**src/hw/rtl/ftm_pkg.sv**
```systemverilog
package ftm_pkg;

  // fixed point format
  localparam int FRAC_BITS = 12;
  localparam int ONE_Q     = 1 << FRAC_BITS;
  localparam int HALF_Q    = 1 << (FRAC_BITS - 1);

  // field widths
  localparam int DMD_W    = 14;
  localparam int THR_W    = 13;
  localparam int GAIN_W   = 14;
  localparam int THRUST_W = 13;
  localparam int APPL_W   = 14;
  localparam int UNC_W    = 15;
  localparam int TILT_W   = 16;

  // internal widths
  localparam int SUM_W   = DMD_W + 1;
  localparam int PROD_W  = SUM_W + GAIN_W + 1;
  localparam int AXIS_W  = PROD_W - FRAC_BITS;
  localparam int TPROD_W = THR_W + GAIN_W + 1;
  localparam int TSC_W   = TPROD_W - FRAC_BITS;
  localparam int MIX_W   = 20;
  localparam int MAG_W   = 16;
  localparam int QUO_W   = UNC_W - 1;
  localparam int DIV_W   = GAIN_W + QUO_W;

  // stream widths
  localparam int IN_W  = 112;
  localparam int OUT_W = 104;

  // queue between mixer and divider
  localparam int QUEUE_DEPTH = 4;
  localparam int QPTR_W      = $clog2(QUEUE_DEPTH);
  localparam int QCNT_W      = $clog2(QUEUE_DEPTH + 1);

  typedef struct packed {
    logic signed [DMD_W-1:0] roll_demand;
    logic signed [DMD_W-1:0] roll_feedforward;
    logic signed [DMD_W-1:0] pitch_demand;
    logic signed [DMD_W-1:0] pitch_feedforward;
    logic signed [DMD_W-1:0] yaw_demand;
    logic signed [DMD_W-1:0] yaw_feedforward;
    logic [THR_W-1:0]        throttle_demand;
    logic [GAIN_W-1:0]       comp_gain;
  } mix_req_t;

  // mixed item waiting for the throttle divide
  typedef struct packed {
    logic [THRUST_W-1:0]      left;
    logic [THRUST_W-1:0]      right;
    logic [THRUST_W-1:0]      front;
    logic [THRUST_W-1:0]      rear;
    logic signed [APPL_W-1:0] applied;
    logic signed [TILT_W-1:0] tilt;
    logic                     flag_low;
    logic                     flag_high;
    logic                     desat;
    logic                     neg;
    logic [DIV_W-1:0]         num;
    logic [GAIN_W-1:0]        gain;
  } mix_item_t;

  typedef struct packed {
    logic [THRUST_W-1:0]      thrust_left;
    logic [THRUST_W-1:0]      thrust_right;
    logic [THRUST_W-1:0]      thrust_front;
    logic [THRUST_W-1:0]      thrust_rear;
    logic signed [APPL_W-1:0] throttle_applied;
    logic signed [UNC_W-1:0]  throttle_uncompensated;
    logic signed [TILT_W-1:0] tilt_command;
    logic                     flag_throttle_low;
    logic                     flag_throttle_high;
    logic                     flag_roll_limit;
    logic                     flag_pitch_limit;
  } mix_result_t;

endpackage

```
**src/hw/rtl/ftm_queue.sv**
```systemverilog
module ftm_queue import ftm_pkg::*; (
  input  logic      clk,
  input  logic      rst_n,
  input  logic      push,
  input  mix_item_t push_item,
  output logic      full,
  output logic      pop_valid,
  input  logic      pop,
  output mix_item_t pop_item
);

  mix_item_t         mem_r [QUEUE_DEPTH];
  logic [QPTR_W-1:0] wr_ptr_r, wr_ptr_nxt;
  logic [QPTR_W-1:0] rd_ptr_r, rd_ptr_nxt;
  logic [QCNT_W-1:0] count_r, count_nxt;

  // pointer and fill level update
  always_comb begin
    wr_ptr_nxt = push ? QPTR_W'(wr_ptr_r + 1'b1) : wr_ptr_r;
    rd_ptr_nxt = pop ? QPTR_W'(rd_ptr_r + 1'b1) : rd_ptr_r;
    count_nxt  = count_r;
    if (push && !pop) begin
      count_nxt = QCNT_W'(count_r + 1'b1);
    end else if (pop && !push) begin
      count_nxt = QCNT_W'(count_r - 1'b1);
    end
  end

  always_ff @(posedge clk) begin
    if (!rst_n) begin
      wr_ptr_r <= '0;
      rd_ptr_r <= '0;
      count_r  <= '0;
    end else begin
      wr_ptr_r <= wr_ptr_nxt;
      rd_ptr_r <= rd_ptr_nxt;
      count_r  <= count_nxt;
    end
  end

  // entry storage
  always_ff @(posedge clk) begin
    if (push) begin
      mem_r[wr_ptr_r] <= push_item;
    end
  end

  assign full      = (count_r == QCNT_W'(QUEUE_DEPTH));
  assign pop_valid = (count_r != '0);
  assign pop_item  = mem_r[rd_ptr_r];

endmodule

```
**config.mk**
```make
export PLATFORM = sky130hd
export DESIGN_NAME = ftm_queue
export DESIGN_NICKNAME = d
export VERILOG_FILES = /design/src/hw/rtl/ftm_pkg.sv /design/src/hw/rtl/ftm_queue.sv
export SDC_FILE = /design/constraint.sdc
export NUM_CORES = 1
export LEC_CHECK = 0
export BUFFER_PORTS_ARGS = -buffer_cell sky130_fd_sc_hd__clkbuf_2
export CAP_MARGIN = 20
export CORE_ASPECT_RATIO = 0.6
export CORE_MARGIN = 5
export CORE_UTILIZATION = 50
export DETAILED_ROUTE_END_ITERATION = 8
export PLACE_DENSITY = 0.69
export SYNTH_ARGS = -nofsm -noshare
export SYNTH_HDL_FRONTEND = slang
export SYNTH_SLANG_ARGS = --single-unit
```
**constraint.sdc**
```tcl
create_clock -name clk -period 4.9 [get_ports clk]
set_input_delay 0.49 -clock clk [delete_from_list [all_inputs] [get_ports clk]]
set_output_delay 0.49 -clock clk [all_outputs]
set_load 0.005 [all_outputs]
```
* Word-level counts from Yosys, hierarchy flattened
Memories as Yosys holds them, arrays and structs flattened. A register that Yosys moved wholly into a read port is not among the register bits. Index checks and enable logic that the tools add are counted.
Storage, ports and cells: register bits 7, memory bits (writable) 512, output and inout port bits 130, memories kept 1
Operators by class: add/sub/neg operators 4, eq/ne operators 1, muxes and demuxes 6, reduce and logical (&&, ||, !) cells 6
Memory list:
- mem_r | words 4, width 128, rd ports 1, clocked after Yosys merged registers in 1, write ports 1, RTL line ftm_queue.sv:12 | mix_item_t mem_r [QUEUE_DEPTH];
Operators by type and width (number):
- 2-to-1 mux 3 bit | 2
- adder 2 x 1 -> 2 bit, second input constant | 2
- 2-to-1 mux 2 bit | 2
- adder 3 x 1 -> 3 bit, second input constant | 1
- equality test 3 bit, second input constant | 1
- nonzero test 3 bit | 1
- subtractor 3 x 1 -> 3 bit, second input constant | 1
- logical AND 1 bit | 2
- logical NOT 1 bit | 2
- 2-to-1 mux 1 bit | 2
- nonzero test 2 bit | 1

* Longest topological paths before layout
Gate-level depths: netlist (run 1).
depth after elaboration 4, mapped depth 7, gate-level depth less buffers 7

* Least setup slack after synthesis (run 1)
No wires, ideal clock.
path type register to register, start reg wr_ptr_r[0], end mem mem_r[0][0] (netlist bit) (enable), library setup time 0.502 ns, arrival 3.479 ns, data required time 4.398 ns, slack 0.920 ns, cell stages (with the launch flop) 4, path buffers 0, path through dfxtp_1 -> inv_1 -> ha_1 -> and2_1
RTL lines:
- start: declaration | RTL line ftm_queue.sv:13 | logic [QPTR_W-1:0] wr_ptr_r, wr_ptr_nxt;
- start signal: assignment | RTL line ftm_queue.sv:35 | wr_ptr_r <= wr_ptr_nxt;
- end: declaration | RTL line ftm_queue.sv:12
Straight into the memory's write port.

==> results_dict.tcl, run 1 <==
set metrics [dict create \
    status "finished, final reports clean" \
    grt_pass1_wl_um 54900 \
    fillers 2703 \
    clk_latency_ps 550 \
    tns_ps 0 \
    avgSynthCellArea_sq_um 26.7 \
    met2WireLength_um 17700 \
    cp.arrival_ps 2360 \
    cts_inserted_buffers 46 \
    finalNetCount 1142 \
    cts.htree.levels 2 \
    rsz0062_at_grt "no" \
    report.final.slew_viol_count 0 \
    chipHeight_um 161 \
    ios 262 \
    antenna_left 0 \
    maxSlewHeadroom_pct 38.3 \
    skew_ps 12.8 \
    ir_drop_mv 0.331 \
    max_freq_mhz 351 \
    multi_input_area_sq_um 3140 \
    grtUsageTotal_pct 17.1 \
    clk_pin_slew_ps 60 \
    start_util_pct 50.5 \
    vias 8360 \
    port_buffers 261 \
    synth_area_sq_um 19000 \
    synth_nets 849 \
    drt_iter0_drc 608 \
    endpoint "pop_item[1]" \
    max_cap_viol_count 0 \
    dr.pass1.iters 4 \
    syn2layout_area_growth_pct 17.3 \
    post-route-min-period_ps 2850 \
    cp-start-kind "register" \
    die_w_um 262 \
    cp.required_ps 4410 \
    ys_warn_count 0 \
    m1WireLength_um 15100 \
    hold_viol_final 0 \
    worst-r2r-cell-count 3 \
    setup_viol 0 \
    clock_path_buffers 3 \
    worstSetupPathType "reg -> out" \
    wl_um 35900 \
    die_area_sq_um 42200 \
    seq_area_sq_um 15600 \
    drc 0 \
    worst-slew-pin-transition_ps 926 \
    grt-ovfl-total 0 \
    hpwl_um 22000 \
    cp_max_fo 106 \
    ys_seq_elements 521 \
    wl_met3_um 2530 \
    cts_tree "built" \
    power_density_nw_per_um2 429 \
    antenna_found_initial 4 \
    synthCells 711 \
    drive_gt1_share_pct 44.8 \
    grt_pass1_vias 8981 \
    wl_per_cell_um 23.1 \
    post_cts_buffers 0 \
    cts-hold-fix-buffers 0 \
    ys_types 20 \
    cts_resized 0 \
    p_leak_nw 7.49 \
    holdCritPathClass "in -> reg" \
    cts.sinks 521 \
    period_share_pct 58.2 \
    top_layer "met5" \
    rows 55 \
    endpoint_kind "primary output" \
    finalPower_mw 9.57 \
    routed_via_density 5.38 \
    ys_seq_area_share_pct 81.8 \
    reg2reg_slack_ps 2650 \
    gp_congestion 0.743 \
    r2r-end "mem_r[3][126]" \
    grt_max_degree 107 \
    core_sq_um 37600 \
    cts-root-buf "clkbuf_16" \
    rr_startpoint "wr_ptr_r[0]" \
]
-- worst min path at each step --
stage / from / end / cells after the start
5_1_grt: push_item[61] / mem_r[0][61] / 1
3_3_place_gp: count_r[2] / count_r[2] / 2
2_1_floorplan: count_r[2] / count_r[2] / 2
3_5_place_dp: count_r[2] / count_r[2] / 2
4_1_cts: push_item[119] / mem_r[0][119] / 1
6_report: push_item[18] / mem_r[0][18] / 1
-- cells in the mapped netlist (all sizes together) --
master | number | area share (%)
a21boi | 1 | 0.039
clkbuf | 1 | 0.020
nor2b | 2 | 0.066
mux2i | 2 | 0.11
and2 | 9 | 0.30
edfxtp | 512 | 81
ha | 5 | 0.33
dfxtp | 9 | 0.95
inv | 4 | 0.079
mux4 | 128 | 15
o21ai | 1 | 0.026
nor3b | 1 | 0.039
xor2 | 3 | 0.14
fa | 1 | 0.11
buf | 27 | 1.6
nand2 | 1 | 0.020
xnor2 | 2 | 0.092
or3 | 2 | 0.066
-- cells by family after synthesis --
group | Yosys count | share of synthesized area, %
AO/OA/AOI/OAI | 2 | 0.0658
buffers and inverters | 32 | 1.73
XOR/XNOR | 5 | 0.230
flip-flops | 521 | 81.8
AND/OR/NAND/NOR | 15 | 0.487
adder cells (fa/ha/maj) | 6 | 0.434
multiplexers | 130 | 15.3
-- critical path, cell delays in order (launching register included) --
cell	delay [ps]
dfxtp_4	570
buf_12	470
mux4_2	460
clkbuf_2	140
-- where the power goes --
group / leakage, nW / internal, mW / total [mW] / switching (mW)
registers: 4.78 / 5.12 / 5.17 / 0.0545
clock network: 0.707 / 2.03 / 3.53 / 1.50
logic: 2.01 / 0.415 / 0.863 / 0.449
-- placed cells by master (no fill, tap or decap), drive strengths merged --
master    synthesis  final
fa                1      1
mux4            128    128
nor3b             1      1
clkinvlp          0      2
ha                5      5
xnor2             2      2
and2              9      9
mux2i             2      2
nor2b             2      2
nand2             1      1
clkinv            0     17
buf              27     12
a21boi            1      1
inv               4      4
bufinv            0      4
o21ai             1      1
clkbuf            1    321
dfxtp             9      9
diode             0      1
or3               2      2
edfxtp          512    512
xor2              3      3
-- per-stage QoR --
step                worst slack, ps  hold slack, ps  std cells  util [%]  cell area, sq um
global placement               2540             495       1469      55.3             20800
finish                         2050             154       1553      59.3             22300
global route                   1920             115       1553      59.3             22300
CTS                            2000             104       1552      59.3             22300
floorplan                       920             467        711         -             19000
detailed placement             2510             538       1469      55.3             20800
-- registers in the layout (all words and copies together), names as in the netlist, named ones only --
| name | count |
|---|---|
| mem_r | 512 |
| rd_ptr_r | 2 |
| wr_ptr_r | 2 |
| count_r | 3 |
-- per-layer routing --
metal,vias to the layer above,track usage (%)
li1,3672,-
met1,4416,24.3
met2,218,27.1
met3,48,4.95
met4,6,3.51
met5,-,0
-- final cells by class --
type,count,share of cell area [%]
antenna,1,0.0112
clock buffer,60,5.68
clock inverter,23,0.909
inverter,4,0.0673
multi-input combinational,158,14.1
sequential,521,69.8
tap,513,2.88
timing repair buffer,273,6.60
Note: power is estimated with default switching activity, not from simulation.
==> run 2: changes to the inputs <==
- ABC_AREA: not set -> 1
- clock period: 4.9 -> 2.94 ns (I/O delays scaled with it)
==> run 2 against run 1 <==
Effect of this change:
- core utilization rose by 2.7 points
- design area rose by 8.5%
- register-to-register slack got worse by 1900 ps
- power rose by 65%
- cell count rose by 44%
- non-clock buffer count rose by 141
- hold slack got worse by 87 ps
- clock skew rose by 12 ps
- die area rose by 3.8%
- sequential cell count did not move
- global-route usage rose by 3.3 points
- largest power group unchanged
- highest routed layer unchanged
==> results_dict.tcl, run 2 <==
set metrics [dict create \
    status "finished, final reports clean" \
    antenna_left 0 \
    placed_area_sq_um 21500 \
    stdcell_count 2236 \
    hold_end "rd_ptr_r[0]" \
    core_sq_um 39000 \
    ys_types 25 \
    drive_gt1_share_pct 25.5 \
    clk_pin_slew_ps 70 \
    cts-hold-fix-buffers 128 \
    die_w_um 267 \
    worst-path-buf-inv 2 \
    worst-slew-pin-transition_ps 998 \
    fillers 2910 \
    setup_viol 0 \
    post-route-min-period_ps 2760 \
    cts_inserted_buffers 47 \
    routed_via_density 5.42 \
    min_from "pop" \
    max_freq_mhz 362 \
    largest-register "mem_r" \
    worst-r2r-cell-count 6 \
    cts_tree "built" \
    avgSynthCellArea_sq_um 15.2 \
    crit_chain "buf_4 > o21ai_0 > o22ai_1 > clkbuf_2" \
    grt_pass1_wl_um 69900 \
    synthTopCellsByArea "edfxtp_1 (78%), nor2_1 (4.4%), o21ai_0 (3.7%), o21ai_1 (2.9%), o22ai_1 (2.8%)" \
    endpoint_kind "primary output" \
    dr.pass1.iters 5 \
    final_cell_area_sq_um 24200 \
    drc 0 \
    synth_area_sq_um 19800 \
    rr_startpoint "wr_ptr_r[1]" \
    top_regs "mem_r x512, count_r x3" \
    syn2layout_area_growth_pct 22.4 \
    cp_max_fo 98 \
    maxSlewHeadroom_pct 33.4 \
    die_area_sq_um 43800 \
    ir_drop_mv 0.550 \
    worstSetupPathType "reg -> out" \
    dp_cells 2021 \
    wl_per_cell_um 20.4 \
    cts_resized 0 \
    grt-ovfl-total 0 \
    skew_ps 24.5 \
    async_reset_ff_share_pct 0 \
    yosysMostFrequentCell "edfxtp_1" \
    vias 12100 \
    largest_reg_flops 512 \
    combPwrFrac_pct 10.3 \
    hold_viol_final 0 \
    final_cell_mix "edfxtp_1 (512), clkbuf_2 (261), nor2_1 (232)" \
    gr-max-usage-layer "met2" \
    ios 262 \
    gp_congestion 0.751 \
    ys_seq_elements 521 \
    internal_power_mw 12.1 \
    clockPowerShare_pct 35.5 \
    tns_ps 0 \
    use_met1_pct 29.3 \
    gr-usage-met2_pct 33.2 \
    cp.required_ps 2650 \
    cts.htree.levels 2 \
    cts-root-buf "clkbuf_16" \
    antenna_found_initial 3 \
    swShare_pct 23.4 \
    p_leak_nw 8.51 \
    clk_latency_ps 570 \
    ys_seq_area_share_pct 78.7 \
    port_buffers 261 \
    grt_max_degree 159 \
    finalPower_mw 15.8 \
    p_sw_mw 3.69 \
    period_share_pct 94.0 \
    cpMaxStageDelayCell "buf_4" \
    seqPwrFrac_pct 54.3 \
    rsz0062_at_grt "no" \
    start_util_pct 50.7 \
    holdWs_ps 67.2 \
    grt_pass1_vias 12000 \
    synth_common_cells "edfxtp_1 (512), nor2_1 (232), o21ai_0 (146)" \
    cp-start-kind "register" \
    rows 56 \
    holdCritPathClass "in -> reg" \
    grtUsageTotal_pct 20.4 \
    holdPathStages 3 \
    hpwl_um 25800 \
    crit_family "buffers and inverters" \
    finalNetCount 1814 \
    post_cts_buffers 0 \
    reg2reg_slack_ps 770 \
    synth_top_area_share_pct 77.8 \
    cts.sinks 521 \
    r2r-end "mem_r[0][15]" \
    max_cap_viol_count 0 \
    drt_iter0_drc 1160 \
    synth_top_area_cell "edfxtp_1" \
    max_stage_delay_ps 770 \
    power_density_nw_per_um2 653 \
    synthCells 1297 \
    synth_enable_flop_cells 512 \
    cp.arrival_ps 2470 \
    chipHeight_um 164 \
    use_met3_pct 4.10 \
    dominantRegCellSynth "edfxtp_1" \
    report.final.slew_viol_count 0 \
    ys_warn_count 0 \
    wl_um 45600 \
    synth_nets 1435 \
    clock_path_buffers 3 \
    final_common_cell "edfxtp_1" \
]
-- run 2: changes by cell type after synthesis, moves of 10 or more --
cell,before,now
o21ai_0,1,146
nor2_1,0,232
nor2_2,0,30
mux4_2,128,0
inv_1,4,14
o22ai_1,0,88
buf_6,4,17
clkbuf_1,1,35
o22ai_2,0,40
o21ai_1,0,116
-- run 2: final cells by class --
class | instances | area [sq um] | share of cell area, %
Sequential cell | 521 | 15600 | 64.3
Multi-Input combinational cell | 675 | 3580 | 14.8
Timing Repair Buffer | 414 | 2910 | 12.0
Clock buffer | 54 | 1220 | 5.06
Tap cell | 522 | 653 | 2.70
Clock inverter | 29 | 161 | 0.667
Inverter | 17 | 88.8 | 0.367
Antenna cell | 4 | 10.0 | 0.0414
-- run 2: power by group through the flow --
stage	Combinational [mW]	Clock (mW)	Sequential, mW
after floorplan	0.821	0	8.73
after global placement	1.47	0	8.72
after detailed placement	1.49	0	8.73
after CTS	1.64	5.73	8.57
after global routing	1.78	6.07	8.59
final	1.62	5.60	8.57
-- run 2: logic make-up after synthesis --
| logic type | synth area share (%) |
|---|---|
| buffers and inverters | 3.23 |
| adder cells (fa/ha/maj) | 0.418 |
| AND/OR/NAND/NOR | 5.63 |
| AO/OA/AOI/OAI | 12.0 |
| flip-flops | 78.7 |
-- run 2: tightest hold or removal path, stage by stage --
cell and delay, ps:
clkbuf_2 120, o21ai_1 90, nor2_1 80
-- run 2: worst max-delay path by stage --
| stage | end | cells past startpoint | slack, ps |
|---|---|---|---|
| 6_report | pop_item[44] | 4 | 180 |
| 2_1_floorplan | mem_r[0][0] | 4 | 10 |
| 5_1_grt | pop_item[6] | 4 | 0.3 |
| 3_5_place_dp | mem_r[0][15] | 6 | 760 |
| 4_1_cts | pop_item[6] | 4 | 150 |
| 3_3_place_gp | mem_r[0][20] | 6 | 790 |
-- run 2: metrics by stage --
stage               setup slack (ps)  utilization [%]
floorplan                       11.0                -
global placement                 791             55.1
global route                   0.319             62.0
detailed placement               759             55.1
finish                           175             62.0
CTS                              152             62.0
-- run 2: layer usage --
layer | wire length (um) | share of wire, % | vias to the layer above
li1 | - | - | 5682
met3 | 2800 | 6.1 | 68
met2 | 21900 | 48 | 357
met4 | 720 | 1.6 | 2
met1 | 20200 | 44 | 6019
met5 | 7 | 0.015 | -
