`config.mk`:
```
export PLATFORM = sky130hd
export DESIGN_NAME = ftm_front
export DESIGN_NICKNAME = d
export VERILOG_FILES = /design/src/hw/rtl/ftm_pkg.sv /design/src/hw/rtl/ftm_front.sv
export SDC_FILE = /design/constraint.sdc
export NUM_CORES = 2
export LEC_CHECK = 0
export ABC_AREA = 1
export BUFFER_PORTS_ARGS = -buffer_cell sky130_fd_sc_hd__buf_4
export CORE_ASPECT_RATIO = 1.1
export CORE_MARGIN = 2
export CORE_UTILIZATION = 50
export DETAILED_ROUTE_END_ITERATION = 7
export HOLD_SLACK_MARGIN = 0.15
export PLACE_DENSITY = 0.67
export SLEW_MARGIN = 10
export SYNTH_ARGS = -nofsm -noshare
export SYNTH_HDL_FRONTEND = slang
export SYNTH_SLANG_ARGS = --single-unit
```
`constraint.sdc`:
```
create_clock -name clk -period 54.4 [get_ports clk]
set_clock_uncertainty 0.05 [all_clocks]
set_input_delay 10.88 -clock clk [delete_from_list [all_inputs] [get_ports clk]]
set_output_delay 10.88 -clock clk [all_outputs]
set_load 0.02 [all_outputs]
```
`src/hw/rtl/ftm_pkg.sv`:
```
package ftm_pkg;

  // fixed point format
  localparam int FRAC_BITS = 12;
  localparam int ONE_Q     = 1 << FRAC_BITS;
  localparam int HALF_Q    = 1 << (FRAC_BITS - 1);

  // field widths
  localparam int DMD_W    = 14;
  localparam int THR_W    = 13;
  localparam int GAIN_W   = 14;
  localparam int THRUST_W = 13;
  localparam int APPL_W   = 14;
  localparam int UNC_W    = 15;
  localparam int TILT_W   = 16;

  // internal widths
  localparam int SUM_W   = DMD_W + 1;
  localparam int PROD_W  = SUM_W + GAIN_W + 1;
  localparam int AXIS_W  = PROD_W - FRAC_BITS;
  localparam int TPROD_W = THR_W + GAIN_W + 1;
  localparam int TSC_W   = TPROD_W - FRAC_BITS;
  localparam int MIX_W   = 20;
  localparam int MAG_W   = 16;
  localparam int QUO_W   = UNC_W - 1;
  localparam int DIV_W   = GAIN_W + QUO_W;

  // stream widths
  localparam int IN_W  = 112;
  localparam int OUT_W = 104;

  // queue between mixer and divider
  localparam int QUEUE_DEPTH = 4;
  localparam int QPTR_W      = $clog2(QUEUE_DEPTH);
  localparam int QCNT_W      = $clog2(QUEUE_DEPTH + 1);

  typedef struct packed {
    logic signed [DMD_W-1:0] roll_demand;
    logic signed [DMD_W-1:0] roll_feedforward;
    logic signed [DMD_W-1:0] pitch_demand;
    logic signed [DMD_W-1:0] pitch_feedforward;
    logic signed [DMD_W-1:0] yaw_demand;
    logic signed [DMD_W-1:0] yaw_feedforward;
    logic [THR_W-1:0]        throttle_demand;
    logic [GAIN_W-1:0]       comp_gain;
  } mix_req_t;

  // mixed item waiting for the throttle divide
  typedef struct packed {
    logic [THRUST_W-1:0]      left;
    logic [THRUST_W-1:0]      right;
    logic [THRUST_W-1:0]      front;
    logic [THRUST_W-1:0]      rear;
    logic signed [APPL_W-1:0] applied;
    logic signed [TILT_W-1:0] tilt;
    logic                     flag_low;
    logic                     flag_high;
    logic                     desat;
    logic                     neg;
    logic [DIV_W-1:0]         num;
    logic [GAIN_W-1:0]        gain;
  } mix_item_t;

  typedef struct packed {
    logic [THRUST_W-1:0]      thrust_left;
    logic [THRUST_W-1:0]      thrust_right;
    logic [THRUST_W-1:0]      thrust_front;
    logic [THRUST_W-1:0]      thrust_rear;
    logic signed [APPL_W-1:0] throttle_applied;
    logic signed [UNC_W-1:0]  throttle_uncompensated;
    logic signed [TILT_W-1:0] tilt_command;
    logic                     flag_throttle_low;
    logic                     flag_throttle_high;
    logic                     flag_roll_limit;
    logic                     flag_pitch_limit;
  } mix_result_t;

endpackage

```
`src/hw/rtl/ftm_front.sv`:
```
module ftm_front import ftm_pkg::*; (
  input  logic             clk,
  input  logic             rst_n,
  input  logic             req_valid,
  output logic             req_ready,
  input  mix_req_t         req,
  input  logic [THR_W-1:0] ceiling,
  output logic             item_valid,
  input  logic             item_full,
  output mix_item_t        item
);

  localparam int APPL_MAX = (1 << (APPL_W - 1)) - 1;
  localparam int APPL_MIN = -(1 << (APPL_W - 1));
  localparam int TILT_MAX = (1 << (TILT_W - 1)) - 1;
  localparam int TILT_MIN = -(1 << (TILT_W - 1));

  // round to nearest, ties up
  function automatic logic signed [AXIS_W-1:0] gain_scale(
    input logic signed [SUM_W-1:0] a,
    input logic [GAIN_W-1:0] g
  );
    logic signed [PROD_W-1:0] p;
    p = PROD_W'(a) * $signed({1'b0, g}) + PROD_W'(HALF_Q);
    return AXIS_W'(p >>> FRAC_BITS);
  endfunction

  function automatic logic [TSC_W-1:0] thr_scale(
    input logic [THR_W-1:0] t,
    input logic [GAIN_W-1:0] g
  );
    logic [TPROD_W-1:0] p;
    p = TPROD_W'(t) * TPROD_W'(g) + TPROD_W'(HALF_Q);
    return TSC_W'(p >> FRAC_BITS);
  endfunction

  function automatic logic [THRUST_W-1:0] thrust_clamp(input logic signed [MIX_W-1:0] v);
    logic [THRUST_W-1:0] r;
    if (v < 0) begin
      r = '0;
    end else if (v > MIX_W'(ONE_Q)) begin
      r = THRUST_W'(ONE_Q);
    end else begin
      r = v[THRUST_W-1:0];
    end
    return r;
  endfunction

  logic front_en;

  // stage 1: axis sums
  logic                     s1_v_r;
  logic signed [SUM_W-1:0]  s1_roll_r, s1_pitch_r, s1_yaw_r;
  logic signed [SUM_W-1:0]  s1_roll_nxt, s1_pitch_nxt, s1_yaw_nxt;
  logic [THR_W-1:0]         s1_thr_r;
  logic [GAIN_W-1:0]        s1_gain_r;

  // stage 2: gain scaling
  logic                     s2_v_r;
  logic signed [AXIS_W-1:0] s2_roll_r, s2_pitch_r, s2_yaw_r;
  logic signed [AXIS_W-1:0] s2_roll_nxt, s2_pitch_nxt, s2_yaw_nxt;
  logic [TSC_W-1:0]         s2_thr_r, s2_thr_nxt;
  logic [GAIN_W-1:0]        s2_gain_r;

  // stage 3: throttle clamp and mix
  logic                     s3_v_r;
  logic signed [MIX_W-1:0]  s3_left_r, s3_right_r, s3_front_r, s3_rear_r;
  logic signed [MIX_W-1:0]  s3_left_nxt, s3_right_nxt, s3_front_nxt, s3_rear_nxt;
  logic [THR_W-1:0]         s3_thr_r, s3_thr_nxt;
  logic                     s3_low_r, s3_low_nxt, s3_high_r, s3_high_nxt;
  logic signed [AXIS_W-1:0] s3_yaw_r;
  logic [GAIN_W-1:0]        s3_gain_r;

  // stage 4: desaturation offset
  logic                     s4_v_r;
  logic signed [MIX_W-1:0]  s4_left_r, s4_right_r, s4_front_r, s4_rear_r;
  logic signed [MIX_W-1:0]  s4_adj_r, s4_adj_nxt;
  logic                     s4_desat_r, s4_desat_nxt;
  logic [THR_W-1:0]         s4_thr_r;
  logic                     s4_low_r, s4_high_r;
  logic signed [AXIS_W-1:0] s4_yaw_r;
  logic [GAIN_W-1:0]        s4_gain_r;

  // stage 5: apply offset, clamp, saturate
  logic                     s5_v_r;
  mix_item_t                s5_item_r, s5_item_nxt;

  // whole front moves together; holds only when the queue is full
  always_comb begin
    front_en  = !s5_v_r || !item_full;
    req_ready = front_en;
  end

  // stage 1 next values
  always_comb begin
    s1_roll_nxt  = SUM_W'(req.roll_demand) + SUM_W'(req.roll_feedforward);
    s1_pitch_nxt = SUM_W'(req.pitch_demand) + SUM_W'(req.pitch_feedforward);
    s1_yaw_nxt   = SUM_W'(req.yaw_demand) + SUM_W'(req.yaw_feedforward);
  end

  // stage 2 next values
  always_comb begin
    s2_roll_nxt  = gain_scale(s1_roll_r, s1_gain_r);
    s2_pitch_nxt = gain_scale(s1_pitch_r, s1_gain_r);
    s2_yaw_nxt   = gain_scale(s1_yaw_r, s1_gain_r);
    s2_thr_nxt   = thr_scale(s1_thr_r, s1_gain_r);
  end

  // stage 3 next values
  always_comb begin
    logic signed [MIX_W-1:0] thr_m;
    logic signed [MIX_W-1:0] roll_m;
    logic signed [MIX_W-1:0] half_pitch;
    s3_low_nxt  = (s2_thr_r == '0);
    s3_high_nxt = (s2_thr_r >= TSC_W'(ceiling));
    if (s3_low_nxt) begin
      s3_thr_nxt = '0;
    end else if (s3_high_nxt) begin
      s3_thr_nxt = ceiling;
    end else begin
      s3_thr_nxt = s2_thr_r[THR_W-1:0];
    end
    thr_m        = $signed(MIX_W'(s3_thr_nxt));
    roll_m       = MIX_W'(s2_roll_r);
    half_pitch   = MIX_W'(s2_pitch_r) >>> 1;
    s3_left_nxt  = (thr_m + roll_m) >>> 1;
    s3_right_nxt = (thr_m - roll_m) >>> 1;
    s3_front_nxt = thr_m + half_pitch;
    s3_rear_nxt  = thr_m - half_pitch;
  end

  // stage 4 next values
  always_comb begin
    logic signed [MIX_W-1:0] mx;
    mx           = (s3_left_r > s3_right_r) ? s3_left_r : s3_right_r;
    s4_desat_nxt = (mx > MIX_W'(ONE_Q));
    s4_adj_nxt   = s4_desat_nxt ? (MIX_W'(ONE_Q) - mx) : '0;
  end

  // stage 5 next values
  always_comb begin
    logic signed [MIX_W-1:0] applied_m;
    logic signed [MIX_W-1:0] abs_m;
    applied_m = $signed(MIX_W'(s4_thr_r)) + s4_adj_r;
    abs_m     = (applied_m < 0) ? -applied_m : applied_m;

    s5_item_nxt.left  = thrust_clamp(s4_left_r + s4_adj_r);
    s5_item_nxt.right = thrust_clamp(s4_right_r + s4_adj_r);
    s5_item_nxt.front = thrust_clamp(s4_front_r + s4_adj_r);
    s5_item_nxt.rear  = thrust_clamp(s4_rear_r + s4_adj_r);

    if (applied_m > MIX_W'(APPL_MAX)) begin
      s5_item_nxt.applied = APPL_W'(APPL_MAX);
    end else if (applied_m < MIX_W'(APPL_MIN)) begin
      s5_item_nxt.applied = APPL_W'(APPL_MIN);
    end else begin
      s5_item_nxt.applied = applied_m[APPL_W-1:0];
    end

    if (s4_yaw_r > AXIS_W'(TILT_MAX)) begin
      s5_item_nxt.tilt = TILT_W'(TILT_MAX);
    end else if (s4_yaw_r < AXIS_W'(TILT_MIN)) begin
      s5_item_nxt.tilt = TILT_W'(TILT_MIN);
    end else begin
      s5_item_nxt.tilt = s4_yaw_r[TILT_W-1:0];
    end

    s5_item_nxt.flag_low  = s4_low_r;
    s5_item_nxt.flag_high = s4_high_r || s4_desat_r;
    s5_item_nxt.desat     = s4_desat_r;
    s5_item_nxt.neg       = (applied_m < 0);
    s5_item_nxt.num       = DIV_W'({abs_m[MAG_W-1:0], {FRAC_BITS{1'b0}}});
    s5_item_nxt.gain      = s4_gain_r;
  end

  // stage valid bits
  always_ff @(posedge clk) begin
    if (!rst_n) begin
      s1_v_r <= 1'b0;
      s2_v_r <= 1'b0;
      s3_v_r <= 1'b0;
      s4_v_r <= 1'b0;
      s5_v_r <= 1'b0;
    end else if (front_en) begin
      s1_v_r <= req_valid;
      s2_v_r <= s1_v_r;
      s3_v_r <= s2_v_r;
      s4_v_r <= s3_v_r;
      s5_v_r <= s4_v_r;
    end
  end

  // stage payloads
  always_ff @(posedge clk) begin
    if (front_en) begin
      s1_roll_r  <= s1_roll_nxt;
      s1_pitch_r <= s1_pitch_nxt;
      s1_yaw_r   <= s1_yaw_nxt;
      s1_thr_r   <= req.throttle_demand;
      s1_gain_r  <= req.comp_gain;

      s2_roll_r  <= s2_roll_nxt;
      s2_pitch_r <= s2_pitch_nxt;
      s2_yaw_r   <= s2_yaw_nxt;
      s2_thr_r   <= s2_thr_nxt;
      s2_gain_r  <= s1_gain_r;

      s3_left_r  <= s3_left_nxt;
      s3_right_r <= s3_right_nxt;
      s3_front_r <= s3_front_nxt;
      s3_rear_r  <= s3_rear_nxt;
      s3_thr_r   <= s3_thr_nxt;
      s3_low_r   <= s3_low_nxt;
      s3_high_r  <= s3_high_nxt;
      s3_yaw_r   <= s2_yaw_r;
      s3_gain_r  <= s2_gain_r;

      s4_left_r  <= s3_left_r;
      s4_right_r <= s3_right_r;
      s4_front_r <= s3_front_r;
      s4_rear_r  <= s3_rear_r;
      s4_adj_r   <= s4_adj_nxt;
      s4_desat_r <= s4_desat_nxt;
      s4_thr_r   <= s3_thr_r;
      s4_low_r   <= s3_low_r;
      s4_high_r  <= s3_high_r;
      s4_yaw_r   <= s3_yaw_r;
      s4_gain_r  <= s3_gain_r;

      s5_item_r  <= s5_item_nxt;
    end
  end

  assign item_valid = s5_v_r;
  assign item       = s5_item_r;

endmodule

```
# Yosys cells after proc, flatten, opt, wreduce, memory -nomap -nowiden
# Cells that the tools add are included.
[word_totals]
reg_bits = 544
latchBits = 0
ram_bits = 0
word_cells = 108
mem_count = 0
input_bits = 128
out_inout_bits = 130
rom_bits = 0
[op_classes]
shift = 0
div_mod_pow = 0
n_mux = 10
add_sub_neg = 18
n_bitwise = 0
order_cmp = 16
mul = 4
reduce_logical = 9
n_eq_ne = 0
[op_table]
columns = ["op", "n"]
rows = [
  ["$gt A20 B14 Y1 const B", 6],
  ["$lt A20 B1 Y1 const B", 5],
  ["$add A30 B13 Y30 const B", 3],
  ["$mul A15 B15 Y30", 3],
  ["$mux W13", 6],
  ["$add A14 B14 Y15", 3],
  ["$add A18 B20 Y20", 2],
  ["$add A20 B20 Y20", 2],
  ["$mux W16", 2],
  ["$add A27 B12 Y28 const B", 1],
  ["$mul A13 B14 Y27", 1],
  ["$add A14 B20 Y20", 1],
  ["$lt A20 B14 Y1 const B", 1],
  ["$mux W20", 1],
  ["$sub A13 B20 Y20 const A", 1],
  ["$add A14 B18 Y19", 1],
  ["$sub A14 B18 Y19", 1],
  ["$add A14 B17 Y18", 1],
  ["$gt A18 B16 Y1 const B", 1],
  ["$gt A18 B18 Y1", 1],
  ["$lt A18 B16 Y1 const B", 1],
  ["$sub A14 B17 Y18", 1],
  ["$ge A16 B13 Y1", 1],
  ["$logic_not A16 Y1", 1],
  ["other kinds (5)", 10],
]

# Longest topological paths before layout
[logic_depth]
ltp_word = 4
depth_mapped = 28
mapped_depth_nobuf = 26

# Least setup slack after synthesis
# OpenSTA, ideal clock, no wires.
[synth_timing]
kind = "in2out"
from = "in item_full"
to = "out req_ready"
t_arrival_ns = 22.086
path_buffers = 0
setup_slack_ns = 21.384
cell_stages = 1
required_time_ns = 43.470
path_cell_list = "nand2_1"
[synth_via]
elab_chain_cells = 2
[synth_rtl]
columns = ["item", "line", "source"]
rows = [
  ["start, declared", "ftm_front.sv:9", "input logic item_full,"],
  ["$logic_not A1 Y1", "ftm_front.sv:90", "front_en = !s5_v_r || !item_full;"],
  ["$logic_or A1 B1 Y1", "ftm_front.sv:90", ""],
  ["end, declared", "ftm_front.sv:5", "output logic req_ready,"],
]
# Every way passes these cells.

# Worst setup path after layout
# Ends and elaborated chain as after synthesis.

==> results_dict.tcl <==
set metrics [dict create \
    status "completed" \
    cts.path.max_buffers 3 \
    hpwlAfterDp_um 115000 \
    synth_flop_cell "edfxtp_1" \
    grt_overflow_total 0 \
    grt_pass1_vias 45200 \
    critical_path.cell_chain "buf_4 > nand2_4 > buf_4" \
    detail_route.wl_per_cell_um 17.3 \
    worstPathArrival_ns 11.42 \
    io_pins 258 \
    layout_common_cells "inv_1, nand2_1, fa_1" \
    syn_to_final_growth_pct 9.09 \
    post-cts-setup-buffer-count 0 \
    synth_top_area_frac 0.266 \
    ys_async_sr_fraction 0 \
    ys_warn_count 0 \
    route.detailed.drc 0 \
    synth_mux_area_frac 0 \
    report.final.slew_viol_count 0 \
    synth.avg_cell_area_um2 9.01 \
    critPathMaxStageDelay_ns 0.22 \
    final_common_cell "inv_1" \
    crit_fanout 3 \
    finalSetupViolations 0 \
    synth-xor-area-share 0.0404 \
    ys_seq_area_frac 0.268 \
    n_antenna_cell 0 \
    core_region_area_mm2 0.118 \
    critPathRequiredTime_ns 43.47 \
    route.vias.total 43200 \
    worstSetupStartpointType "primary input" \
    cts_resized 0 \
    clkLatencyLatePin_ns 0.69 \
    io_buffers 245 \
    grt_use_total 0.243 \
    antenna_found_initial 2 \
    dr.pass1.iters 7 \
    synth_adder_area_share 0.379 \
    worst_pin_slew_ns 1.11 \
    cts.sinks 533 \
    drive_above_1_share 0.0615 \
    synth_edf_count 528 \
    synthSimpleGateAreaFrac 0.135 \
    place_area_mm2 0.0629 \
    finalCriticalPeriod_ns 22.35 \
    clk_pin_slew_ns 0.06 \
    tns_ns 0 \
    maxCapViolations 0 \
    synthCells 6615 \
    grt_pass1_wl_um 237000 \
    ctsHoldBuffers 0 \
    cpMostUsedCell "buf_4" \
    die_height_um 366 \
    die_width_um 333 \
    critPathSlowestCell "buf_4" \
    synth_compound_area_frac 0.0634 \
    setup_slack_ns 32.05 \
    multiInputGateArea_mm2 0.0368 \
    n_fill_cell 10700 \
    gp_congestion 0.910 \
    ys_ff_latch 533 \
    period_share 0.411 \
    synth_top_family_by_area "adder cells" \
    root_buffer "clkbuf_16" \
    viasPerCell 5.16 \
    synth.cell_area_mm2 0.0596 \
    cts_made_buffers 59 \
    cp-end-kind "output pin" \
    ant_nets 0 \
    stdcell_area_mm2 0.0650 \
    cts_tree "done" \
    start_util 0.505 \
    ff_latch_area_mm2 0.0160 \
    hold_viol 0 \
    rows 132 \
    drt_iter0_drc 2670 \
    slew-limit-headroom 0.257 \
    die_area_mm2 0.122 \
    fmax_ghz 0.0447 \
    htreeDepth 2 \
    synth_area_leaders "edfxtp_1, fa_1, ha_1, inv_1, nand2_1" \
    nNetsFinal 8251 \
    hold_path_class "reg -> reg" \
    grt_max_degree 186 \
    place_ws_ns 32.01 \
    rsz0062_at_grt "no" \
    critPathKind "in -> out" \
    ys_types 58 \
    routed_wirelength_um 145000 \
    synth.largest_area_cell "edfxtp_1" \
]
[critical path: cells and delay by family]
family                 cells  cell delay (ns)
buffers and inverters      2             0.34
AND/OR/NAND/NOR            1             0.17
[state kept, by name, summed over array words and instances (netlist names), 14 cells and up]
| name | count |
|---|---|
| s4_rear_r | 17 |
| s2_gain_r | 14 |
| s2_thr_r | 16 |
| s4_yaw_r | 18 |
| s2_pitch_r | 17 |
| s3_gain_r | 14 |
| s4_front_r | 18 |
| s1_gain_r | 14 |
| s3_yaw_r | 18 |
| s2_roll_r | 18 |
| s3_right_r | 18 |
| s4_left_r | 18 |
| s1_pitch_r | 15 |
| s4_gain_r | 14 |
| s3_left_r | 18 |
| s1_roll_r | 15 |
| s1_yaw_r | 15 |
| s3_rear_r | 17 |
| item | 116 |
| s2_yaw_r | 18 |
| s4_right_r | 18 |
| s4_adj_r | 20 |
| s3_front_r | 18 |
[cell type report]
class                   instances  area share
multi-input cells            4295       0.567
clock buffers                  70      0.0237
inverters                    1605      0.0927
flip-flops and latches        533       0.245
clock inverters                41     0.00861
well taps                    1541      0.0297
repair buffers                283      0.0331
[cell usage after synthesis (all sizes together), types with 4 or more instances]
| library cell | n |
|---|---|
| inv | 1604 |
| nand2 | 1381 |
| fa | 763 |
| ha | 583 |
| edfxtp | 528 |
| a21oi | 353 |
| nor2 | 304 |
| o21ai | 212 |
| xor2 | 180 |
| clkbuf | 148 |
| nand3 | 140 |
| xnor2 | 95 |
| nand4 | 67 |
| buf | 45 |
| nor3 | 37 |
| a21o | 27 |
| a21boi | 16 |
| a31oi | 15 |
| nor4 | 13 |
| o21a | 11 |
| o31ai | 11 |
| o211ai | 10 |
| o21bai | 10 |
| nand3b | 9 |
| or2 | 9 |
| a211oi | 6 |
| and2 | 6 |
| and3 | 6 |
| dfxtp | 5 |
| o221ai | 5 |
| a221oi | 4 |
[cell families after synthesis]
kind of cell             Yosys count
AND/OR/NAND/NOR                 1974
buffers and inverters           1798
adder cells (fa/ha/maj)         1346
AO/OA/AOI/OAI                    688
flip-flops                       533
XOR/XNOR                         275
other                              1
[routing by layer]
layer / wire, um / global-route usage / up-vias
li1: - / - / 20800
met1: 61800 / 0.315 / 21100
met2: 71900 / 0.429 / 1092
met3: 6340 / 0.0232 / 233
met4: 4540 / 0.0761 / 0
met5: 0 / 0 / -
[per-stage QoR]
stage               hold slack [ns]  utilization  std cells
global placement              0.351        0.533       8257
finish                        0.362        0.551       8368
CTS                           0.362        0.551       8368
detailed placement            0.355        0.533       8257
global route                  0.364        0.551       8368
floorplan                     0.350            -       6626
[final timing paths]
check / startpoint / endpoint / slack (ns) / cells past startpoint
worst max register to register: s1_gain_r[6]$_DFFE_PP_ / s2_pitch_r[15]$_DFFE_PP_ / 46.89 / 23
worst max-delay path: item_full / req_ready / 32.05 / 3
worst min-delay path: s3_thr_r[12]$_DFFE_PP_ / s4_thr_r[12]$_DFFE_PP_ / 0.36 / 0
worst min register to register: s3_thr_r[12]$_DFFE_PP_ / s4_thr_r[12]$_DFFE_PP_ / 0.36 / 0
Power is left out: the tool's default activity adds up to more than one toggle a clock period on the data nets, which glitch-free logic cannot reach.
