**config.mk**
```make
export PLATFORM = sky130hd
export DESIGN_NAME = ftm_back
export DESIGN_NICKNAME = d
export VERILOG_FILES = /design/src/hw/rtl/ftm_pkg.sv /design/src/hw/rtl/ftm_back.sv
export SDC_FILE = /design/constraint.sdc
export NUM_CORES = 2
export LEC_CHECK = 0
export ABC_AREA = 1
export ABC_CLOCK_PERIOD_IN_PS = 73600
export BUFFER_PORTS_ARGS = -buffer_cell sky130_fd_sc_hd__buf_4
export CAP_MARGIN = 20
export CORE_UTILIZATION = 45
export CTS_CLUSTER_DIAMETER = 120
export DETAILED_ROUTE_END_ITERATION = 10
export PLACE_DENSITY_LB_ADDON = 0.15
export SLEW_MARGIN = 10
export SYNTH_ARGS = -nofsm -noshare
export SYNTH_HDL_FRONTEND = slang
export SYNTH_SLANG_ARGS = --single-unit
```
**constraint.sdc**
```tcl
create_clock -name clk -period 73.6 [get_ports clk]
set_input_delay 3.68 -clock clk [delete_from_list [all_inputs] [get_ports clk]]
set_output_delay 3.68 -clock clk [all_outputs]
set_load 0.1 [all_outputs]
```
**src/hw/rtl/ftm_pkg.sv**
```systemverilog
package ftm_pkg;

  // fixed point format
  localparam int FRAC_BITS = 12;
  localparam int ONE_Q     = 1 << FRAC_BITS;
  localparam int HALF_Q    = 1 << (FRAC_BITS - 1);

  // field widths
  localparam int DMD_W    = 14;
  localparam int THR_W    = 13;
  localparam int GAIN_W   = 14;
  localparam int THRUST_W = 13;
  localparam int APPL_W   = 14;
  localparam int UNC_W    = 15;
  localparam int TILT_W   = 16;

  // internal widths
  localparam int SUM_W   = DMD_W + 1;
  localparam int PROD_W  = SUM_W + GAIN_W + 1;
  localparam int AXIS_W  = PROD_W - FRAC_BITS;
  localparam int TPROD_W = THR_W + GAIN_W + 1;
  localparam int TSC_W   = TPROD_W - FRAC_BITS;
  localparam int MIX_W   = 20;
  localparam int MAG_W   = 16;
  localparam int QUO_W   = UNC_W - 1;
  localparam int DIV_W   = GAIN_W + QUO_W;

  // stream widths
  localparam int IN_W  = 112;
  localparam int OUT_W = 104;

  // queue between mixer and divider
  localparam int QUEUE_DEPTH = 4;
  localparam int QPTR_W      = $clog2(QUEUE_DEPTH);
  localparam int QCNT_W      = $clog2(QUEUE_DEPTH + 1);

  typedef struct packed {
    logic signed [DMD_W-1:0] roll_demand;
    logic signed [DMD_W-1:0] roll_feedforward;
    logic signed [DMD_W-1:0] pitch_demand;
    logic signed [DMD_W-1:0] pitch_feedforward;
    logic signed [DMD_W-1:0] yaw_demand;
    logic signed [DMD_W-1:0] yaw_feedforward;
    logic [THR_W-1:0]        throttle_demand;
    logic [GAIN_W-1:0]       comp_gain;
  } mix_req_t;

  // mixed item waiting for the throttle divide
  typedef struct packed {
    logic [THRUST_W-1:0]      left;
    logic [THRUST_W-1:0]      right;
    logic [THRUST_W-1:0]      front;
    logic [THRUST_W-1:0]      rear;
    logic signed [APPL_W-1:0] applied;
    logic signed [TILT_W-1:0] tilt;
    logic                     flag_low;
    logic                     flag_high;
    logic                     desat;
    logic                     neg;
    logic [DIV_W-1:0]         num;
    logic [GAIN_W-1:0]        gain;
  } mix_item_t;

  typedef struct packed {
    logic [THRUST_W-1:0]      thrust_left;
    logic [THRUST_W-1:0]      thrust_right;
    logic [THRUST_W-1:0]      thrust_front;
    logic [THRUST_W-1:0]      thrust_rear;
    logic signed [APPL_W-1:0] throttle_applied;
    logic signed [UNC_W-1:0]  throttle_uncompensated;
    logic signed [TILT_W-1:0] tilt_command;
    logic                     flag_throttle_low;
    logic                     flag_throttle_high;
    logic                     flag_roll_limit;
    logic                     flag_pitch_limit;
  } mix_result_t;

endpackage

```
**src/hw/rtl/ftm_back.sv**
```systemverilog
module ftm_back import ftm_pkg::*; (
  input  logic        clk,
  input  logic        rst_n,
  input  logic        item_valid,
  output logic        item_pop,
  input  mix_item_t   item,
  output logic        res_valid,
  input  logic        res_ready,
  output mix_result_t res
);

  localparam int UNC_MAX = (1 << (UNC_W - 1)) - 1;
  localparam int UNC_MIN = -(1 << (UNC_W - 1));

  typedef struct packed {
    mix_item_t        item;
    logic [DIV_W-1:0] rem;
    logic [QUO_W-1:0] quo;
    logic             ovf;
  } div_stage_t;

  logic        back_en;
  logic [QUO_W:0] v_r;
  div_stage_t  st_r   [QUO_W+1];
  div_stage_t  st_nxt [QUO_W+1];
  logic        res_valid_r;
  mix_result_t res_r, res_nxt;

  // back moves together; holds while the result waits
  always_comb begin
    back_en  = !res_valid_r || res_ready;
    item_pop = back_en && item_valid;
  end

  // entry stage: quotient overflow check
  always_comb begin
    st_nxt[0].item = item;
    st_nxt[0].rem  = item.num;
    st_nxt[0].quo  = '0;
    st_nxt[0].ovf  = (item.num >= {item.gain, {QUO_W{1'b0}}});
  end

  // one quotient bit per stage, restoring
  for (genvar k = 1; k <= QUO_W; k++) begin : g_div
    localparam int B = QUO_W - k;
    always_comb begin
      logic [DIV_W-1:0] trial;
      trial     = DIV_W'(st_r[k-1].item.gain) << B;
      st_nxt[k] = st_r[k-1];
      if (st_r[k-1].rem >= trial) begin
        st_nxt[k].rem    = st_r[k-1].rem - trial;
        st_nxt[k].quo[B] = 1'b1;
      end
    end
  end

  // result assembly with sign and saturation
  always_comb begin
    div_stage_t        last;
    logic [UNC_W-1:0]  q_ext;
    last  = st_r[QUO_W];
    q_ext = UNC_W'(last.quo);
    res_nxt.thrust_left        = last.item.left;
    res_nxt.thrust_right       = last.item.right;
    res_nxt.thrust_front       = last.item.front;
    res_nxt.thrust_rear        = last.item.rear;
    res_nxt.throttle_applied   = last.item.applied;
    res_nxt.tilt_command       = last.item.tilt;
    res_nxt.flag_throttle_low  = last.item.flag_low;
    res_nxt.flag_throttle_high = last.item.flag_high;
    res_nxt.flag_roll_limit    = last.item.desat;
    res_nxt.flag_pitch_limit   = last.item.desat;
    if (last.item.gain == '0) begin
      res_nxt.throttle_uncompensated = '0;
    end else if (last.ovf) begin
      res_nxt.throttle_uncompensated = last.item.neg ? UNC_W'(UNC_MIN) : UNC_W'(UNC_MAX);
    end else begin
      res_nxt.throttle_uncompensated = last.item.neg ? $signed(-q_ext) : $signed(q_ext);
    end
  end

  // valid bits
  always_ff @(posedge clk) begin
    if (!rst_n) begin
      v_r         <= '0;
      res_valid_r <= 1'b0;
    end else if (back_en) begin
      v_r         <= {v_r[QUO_W-1:0], item_valid};
      res_valid_r <= v_r[QUO_W];
    end
  end

  // divider stage and output payloads
  always_ff @(posedge clk) begin
    if (back_en) begin
      st_r  <= st_nxt;
      res_r <= res_nxt;
    end
  end

  assign res_valid = res_valid_r;
  assign res       = res_r;

endmodule

```
**After elaboration in Yosys (flattened, before gate mapping)**

Index checks and enable logic that the tools add are counted.

- Bits of input ports: 132
- Latch bits: 0
- Output and inout bits: 103
- Memory bits (read-only): 0
- Memory bits (writable): 0
- Register bits: 2128
- Memories kept: 0
- Word-level logic and storage cells: 282

- Add/sub/neg operators: 14
- Bitwise logic cells: 0
- Muxes and demuxes: 16
- Div/mod/pow operators: 0
- Order comparisons: 15
- Shift-type cells: 0
- Reduce and logical (&&, ||, !) cells: 4
- Equal/unequal tests: 0
- $mul: 0

Operator list:

| operator | number |
|---|---|
| 28-bit two-way mux | 12 |
| 15-bit two-way mux | 3 |
| 29-bit two-way mux | 1 |
| 28-bit by 14-bit >= comparator with 1-bit output | 1 |
| 28-bit by 15-bit >= comparator with 1-bit output | 1 |
| 28-bit by 16-bit >= comparator with 1-bit output | 1 |
| 28-bit by 17-bit >= comparator with 1-bit output | 1 |
| 28-bit by 18-bit >= comparator with 1-bit output | 1 |
| 28-bit by 19-bit >= comparator with 1-bit output | 1 |
| 28-bit by 20-bit >= comparator with 1-bit output | 1 |
| 28-bit by 21-bit >= comparator with 1-bit output | 1 |
| 28-bit by 22-bit >= comparator with 1-bit output | 1 |
| 28-bit by 23-bit >= comparator with 1-bit output | 1 |
| 28-bit by 24-bit >= comparator with 1-bit output | 1 |
| 28-bit by 25-bit >= comparator with 1-bit output | 1 |
| 28-bit by 26-bit >= comparator with 1-bit output | 1 |
| 28-bit by 27-bit >= comparator with 1-bit output | 1 |
| 28-bit >= comparator | 1 |
| 28-bit by 15-bit subtractor with 28-bit output | 1 |
| 28-bit by 16-bit subtractor with 28-bit output | 1 |
| 28-bit by 17-bit subtractor with 28-bit output | 1 |
| 28-bit by 18-bit subtractor with 28-bit output | 1 |
| 28-bit by 19-bit subtractor with 28-bit output | 1 |
| 28-bit by 20-bit subtractor with 28-bit output | 1 |
| other kinds (12) | 12 |

**Longest topological paths before layout**

- Depth in word-level cells: 3
- Gate-level depth with buffers: 15
- Gate-level depth less buffers: 14

**Worst setup path after synthesis**

No wires, ideal clock.

- Kind: input to register
- From: input res_ready
- To: register g_div[10].$3.trial[10] (netlist name)
- Stages on the path: 3
- Path buffers: 1
- Arrival: 60.761 ns
- Path slack: 9.543 ns
- Required time: 70.303 ns
- Cells stage by stage: nor2_1 inv_1 clkbuf_1

RTL lines:

| element | RTL line | text |
|---|---|---|
| start: declaration | ftm_back.sv:8 | `input logic res_ready,` |

**Worst setup path after layout**

- From: input res_ready
- To: register res_r, in the netlist res[0] (enable)

- Longest elaborated chain between the ends: 1

RTL lines:

| element | RTL line | text |
|---|---|---|
| 1-bit logical OR | ftm_back.sv:31 | `back_en = !res_valid_r \|\| res_ready;` |
| end signal: assignment | ftm_back.sv:97 | `res_r <= res_nxt;` |
| end: declaration | ftm_back.sv:27 | `mix_result_t res_r, res_nxt;` |

Every way passes these cells.
A chain may end at the register's enable or synchronous reset.

==> report_table.html <==
<table>
<tr><th>Metric</th><th>Value</th></tr>
<tr><th colspan="2">Clock tree</th></tr>
<tr><td>Cts-stage hold buffer count</td><td>0</td></tr>
<tr><td>CTS Buf Count</td><td>211</td></tr>
<tr><td>Deepest clock path buffer count</td><td>3</td></tr>
<tr><td>Clock tree sinks</td><td>2,128</td></tr>
<tr><td>Post-CTS Repair Setup Buffers</td><td>0</td></tr>
<tr><td>Clock edge transition at the registers on the reported setup and hold paths</td><td>60 ps</td></tr>
<tr><td>Post-cts gate resize count</td><td>0</td></tr>
<tr><td>Clock Root Buffer</td><td>sky130_fd_sc_hd__clkbuf_16</td></tr>
<tr><td>Clock latency on the worst-skew pair</td><td>850 ps</td></tr>
<tr><td>Max H-tree Level</td><td>4</td></tr>
<tr><td>Clock tree from TritonCTS</td><td>yes</td></tr>
<tr><th colspan="2">Critical path</th></tr>
<tr><td>Cell seen most often among critical-path stages</td><td>sky130_fd_sc_hd__buf_4</td></tr>
<tr><td>Crit path max-delay cell type</td><td>sky130_fd_sc_hd__buf_4</td></tr>
<tr><td>Element type at the critical path end</td><td>flip-flop</td></tr>
<tr><td>Buf+Inv Stages, Crit Path</td><td>12</td></tr>
<tr><td>Arrival time reported for the critical path endpoint</td><td>11,310 ps</td></tr>
<tr><td>Largest incremental delay on the critical path</td><td>940 ps</td></tr>
<tr><td>CP max FO</td><td>163</td></tr>
<tr><td>Series of cell instances along the critical path</td><td>buf_4, nor2_1, buf_4, inv_8, buf_4, buf_4, buf_16, buf_4, buf_4, buf_4, buf_4, buf_4, buf_4</td></tr>
<tr><td>Required time worst endpoint</td><td>74,050 ps</td></tr>
<tr><td>Crit path launch type</td><td>primary input</td></tr>
<tr><td>Top cell family by delay on the critical path</td><td>buffers and inverters</td></tr>
<tr><td>Slack of the worst reg-to-reg path</td><td>65,320 ps</td></tr>
<tr><td>Kind of critical path</td><td>primary input to flip-flop</td></tr>
<tr><th colspan="2">Layout</th></tr>
<tr><td>Layout fillers</td><td>15,890</td></tr>
<tr><td>Sequential cell area</td><td>63,740 um2</td></tr>
<tr><td>Most frequent cells in the layout</td><td>2,112 x sky130_fd_sc_hd__edfxtp_1, 1,755 x sky130_fd_sc_hd__nand2_1, 871 x sky130_fd_sc_hd__inv_1, 507 x sky130_fd_sc_hd__nor2_1, 298 x sky130_fd_sc_hd__nand3_1</td></tr>
<tr><td>Final nets</td><td>7,283</td></tr>
<tr><td>Ratio of cells with drive above 1 in the final layout</td><td>0.09225</td></tr>
<tr><td>Most common cell after layout, fill and taps aside</td><td>sky130_fd_sc_hd__edfxtp_1</td></tr>
<tr><td>Area growth from synthesis to layout</td><td>14.00%</td></tr>
<tr><td>Footprint of the multi-input gates</td><td>17,100 um2</td></tr>
<tr><th colspan="2">Global routing</th></tr>
<tr><td>Number of antenna violations at the first check in global routing</td><td>1</td></tr>
<tr><td>Combined global-route utilization of all metal layers</td><td>0.1650</td></tr>
<tr><td>Number of global-route vias before repair</td><td>44,780</td></tr>
<tr><td>Aggregate global routing overflow</td><td>0</td></tr>
<tr><td>Pin count of the biggest net entering global routing</td><td>189</td></tr>
<tr><td>Global-route wire length before repair</td><td>245,400 um</td></tr>
<tr><th colspan="2">Routing</th></tr>
<tr><td>1st-iter DRT viols</td><td>3,052</td></tr>
<tr><td>Number of detailed-route iterations in the first pass</td><td>5</td></tr>
<tr><td>Final routed wire length divided by cell count</td><td>16.37 um</td></tr>
<tr><td>DRC errors left</td><td>0</td></tr>
<tr><td>Number of vias per cell after detailed routing</td><td>4.740</td></tr>
<tr><td>Detailed-route wire length</td><td>157,100 um</td></tr>
<tr><td>Overall via count from detail_route</td><td>45,460</td></tr>
<tr><td>Post-route antenna net violation count</td><td>0</td></tr>
<tr><th colspan="2">Synth</th></tr>
<tr><td>Average size of a mapped cell</td><td>13.01 um2</td></tr>
<tr><td>Number of synthesis warnings</td><td>0</td></tr>
<tr><td>Share of synthesized registers carrying an async set or reset</td><td>0</td></tr>
<tr><td>Synthesized net count</td><td>6,851</td></tr>
<tr><td>Post-Syn Instances</td><td>6,495</td></tr>
<tr><td>Post-Syn Area</td><td>84,500 um2</td></tr>
<tr><td>Synth Flop Type</td><td>sky130_fd_sc_hd__edfxtp_1</td></tr>
<tr><td>Most area-consuming cells after synthesis</td><td>sky130_fd_sc_hd__edfxtp_1 75%, sky130_fd_sc_hd__nand2_1 7.8%, sky130_fd_sc_hd__inv_1 3.9%</td></tr>
<tr><td>Share of the synthesized area in the top cell type</td><td>0.7505</td></tr>
<tr><td>Synth Register Bits</td><td>2,128</td></tr>
<tr><td>Number of flops mapped to enable cells by yosys</td><td>2,112</td></tr>
<tr><td>Count of unique library cells instantiated by Yosys</td><td>48</td></tr>
<tr><td>Library cell with the largest summed area after synthesis</td><td>sky130_fd_sc_hd__edfxtp_1</td></tr>
<tr><td>Sequential fraction of the synthesis area</td><td>0.7543</td></tr>
<tr><th colspan="2">Timing</th></tr>
<tr><td>Clock skew after layout</td><td>73.25 ps</td></tr>
<tr><td>Highest attainable clock frequency</td><td>0.09214 GHz</td></tr>
<tr><td>Period utilisation layout</td><td>0.1475</td></tr>
<tr><td>Number of max-slew violations in the final report</td><td>0</td></tr>
<tr><td>Minimum setup slack in the final design</td><td>62,750 ps</td></tr>
<tr><td>Setup Total Neg Slack</td><td>0 ps</td></tr>
<tr><td>Count of final hold-check violations</td><td>0</td></tr>
<tr><td>RSZ-0062 raised after global routing</td><td>no</td></tr>
<tr><td>Final Setup Violations</td><td>0</td></tr>
<tr><td>Slew of the pin with the lowest slew margin</td><td>1066 ps</td></tr>
<tr><td>Max-Slew Margin vs Limit</td><td>0.2884</td></tr>
<tr><td>Post-layout min period</td><td>10,850 ps</td></tr>
<tr><th colspan="2">Flow run</th></tr>
<tr><td>MaxCap Viol Count</td><td>0</td></tr>
<tr><th colspan="2">Floorplanning</th></tr>
<tr><td>Die Width</td><td>435.3 um</td></tr>
<tr><td>Die Y-Extent</td><td>435.3 um</td></tr>
<tr><td>Total die area</td><td>189,500 um2</td></tr>
<tr><td>Placeable core region</td><td>186,000 um2</td></tr>
<tr><td>Number of placement rows</td><td>158</td></tr>
<tr><td>Number of top-level pins</td><td>235</td></tr>
<tr><td>Starting Density</td><td>0.4543</td></tr>
<tr><th colspan="2">Place</th></tr>
<tr><td>Port buffer count</td><td>234</td></tr>
<tr><td>Pre-CTS WS</td><td>60,840 ps</td></tr>
<tr><td>Placer's final routability congestion estimate</td><td>0.8731</td></tr>
<tr><td>DPL Wire Length</td><td>110,800 um</td></tr>
<tr><th colspan="2">Hold path</th></tr>
<tr><td>Min-Delay Path Class</td><td>flip-flop to flip-flop</td></tr>
<tr><th colspan="2">Power</th></tr>
<tr><td>Largest vdd supply drop</td><td>22.75 uV</td></tr>
<tr><td>Pwr/cell area</td><td>36.38 nW/um2</td></tr>
<tr><td>Leak Pwr</td><td>0.03986 uW</td></tr>
<tr><th colspan="2">Run status</th></tr>
<tr><td>Status</td><td>completed</td></tr>
</table>
-- where the power goes --
| group | internal (uW) | total (uW) | switching (uW) |
|---|---|---|---|
| Clock | 608 | 1060 | 453 |
| Combinational | 268 | 807 | 539 |
| Sequential | 1530 | 1640 | 105 |
-- final cells by class --
cell class              instances  area share
inverters                     880     0.03442
clock inverters               146     0.01642
repair buffers                262     0.02114
diodes                          1  0.00002598
well taps                    2480     0.03221
multi-input cells            3444      0.1775
clock buffers                 251     0.05659
flip-flops and latches       2128      0.6617
-- kinds of logic (layout without fill, tap and decap cells) --
| kind of cell | Yosys count | in the layout | synth area share |
|---|---|---|---|
| and+or+nand+nor | 2766 | 2766 | 0.1349 |
| DFF | 2128 | 2128 | 0.7543 |
| buffers and inverters | 923 | 1539 | 0.04332 |
| AOI/OAI and AO/OA | 348 | 348 | 0.02215 |
| adders and majority gates | 224 | 224 | 0.03432 |
| xor gates and xnor gates | 106 | 106 | 0.01099 |
| other | 0 | 1 | 0 |
-- flip-flops by register name (all words and copies together), names as in the netlist --
name,cells
res_valid,1
res,100
st_r,422
v_r,15
res_nxt,85
g_div.$3.trial,196
st_nxt,1309
-- path summary, 6_finish.rpt --
path                                    from     endpoint  cells past startpoint
worst min-delay path            st_nxt[1034]  st_nxt[863]                      0
worst max register to register     res_valid       res[0]                     13
worst max-delay path               res_ready       res[0]                     13
worst min register to register  st_nxt[1034]  st_nxt[863]                      0
-- stage by stage --
step | total power (uW) | instance area, um2 | instances | utilization | hold WS (ps)
2_1_floorplan | 2209 | 84500 | 6495 | - | 400.3
3_3_place_gp | 2462 | 89240 | 9191 | 0.4797 | 400.0
3_5_place_dp | 2467 | 89240 | 9191 | 0.4797 | 404.5
4_1_cts | 3547 | 96280 | 9588 | 0.5175 | 379.2
5_1_grt | 3717 | 96330 | 9591 | 0.5178 | 380.0
6_report | 3505 | 96330 | 9592 | 0.5179 | 376.3
-- cell usage after synthesis, types with 2 or more instances --
library cell,number
sky130_fd_sc_hd__inv_4,2
sky130_fd_sc_hd__inv_2,6
sky130_fd_sc_hd__nor3_2,2
sky130_fd_sc_hd__buf_4,6
sky130_fd_sc_hd__nor4_1,7
sky130_fd_sc_hd__nand2_2,12
sky130_fd_sc_hd__nand3_1,298
sky130_fd_sc_hd__and2_1,4
sky130_fd_sc_hd__clkbuf_1,7
sky130_fd_sc_hd__xor2_1,59
sky130_fd_sc_hd__o21ai_0,106
sky130_fd_sc_hd__nor3_1,29
sky130_fd_sc_hd__nor2_4,3
sky130_fd_sc_hd__buf_6,21
sky130_fd_sc_hd__buf_2,9
sky130_fd_sc_hd__fa_1,13
sky130_fd_sc_hd__or2_2,7
sky130_fd_sc_hd__nand4_1,66
sky130_fd_sc_hd__nor2_1,507
sky130_fd_sc_hd__nor2_2,18
sky130_fd_sc_hd__nand3b_1,39
sky130_fd_sc_hd__nand3_4,3
sky130_fd_sc_hd__ha_1,211
sky130_fd_sc_hd__nand3_2,4
sky130_fd_sc_hd__o21bai_1,2
sky130_fd_sc_hd__edfxtp_1,2112
sky130_fd_sc_hd__a21o_1,5
sky130_fd_sc_hd__inv_1,872
sky130_fd_sc_hd__o21ai_1,24
sky130_fd_sc_hd__a21oi_2,17
sky130_fd_sc_hd__a21boi_0,4
sky130_fd_sc_hd__and3_1,2
sky130_fd_sc_hd__o21ai_2,5
sky130_fd_sc_hd__nand2_1,1755
sky130_fd_sc_hd__xnor2_1,47
sky130_fd_sc_hd__dfxtp_1,16
sky130_fd_sc_hd__a21oi_1,180
sky130_fd_sc_hd__nor3b_1,4
sky130_fd_sc_hd__o21a_1,2
-- per-layer routing --
layer  routed length, um  GRT usage  part of all wire
met1               73300     0.2252              0.47
met2               73810     0.2702              0.47
met3                5565    0.02581             0.035
met4                4385    0.05549             0.028
met5                   0          0                 0
-- worst reg2reg max path, cell delays in order (launching register included) --
cell and delay (ps):
sky130_fd_sc_hd__dfxtp_1 310, sky130_fd_sc_hd__inv_1 50, sky130_fd_sc_hd__nor2_1 80, sky130_fd_sc_hd__buf_4 200, sky130_fd_sc_hd__inv_8 710, sky130_fd_sc_hd__buf_4 860, sky130_fd_sc_hd__buf_4 470, sky130_fd_sc_hd__buf_16 340
sky130_fd_sc_hd__buf_4 890, sky130_fd_sc_hd__buf_4 960, sky130_fd_sc_hd__buf_4 740, sky130_fd_sc_hd__buf_4 850, sky130_fd_sc_hd__buf_4 670, sky130_fd_sc_hd__buf_4 740
(Power assumes the default switching activity.)
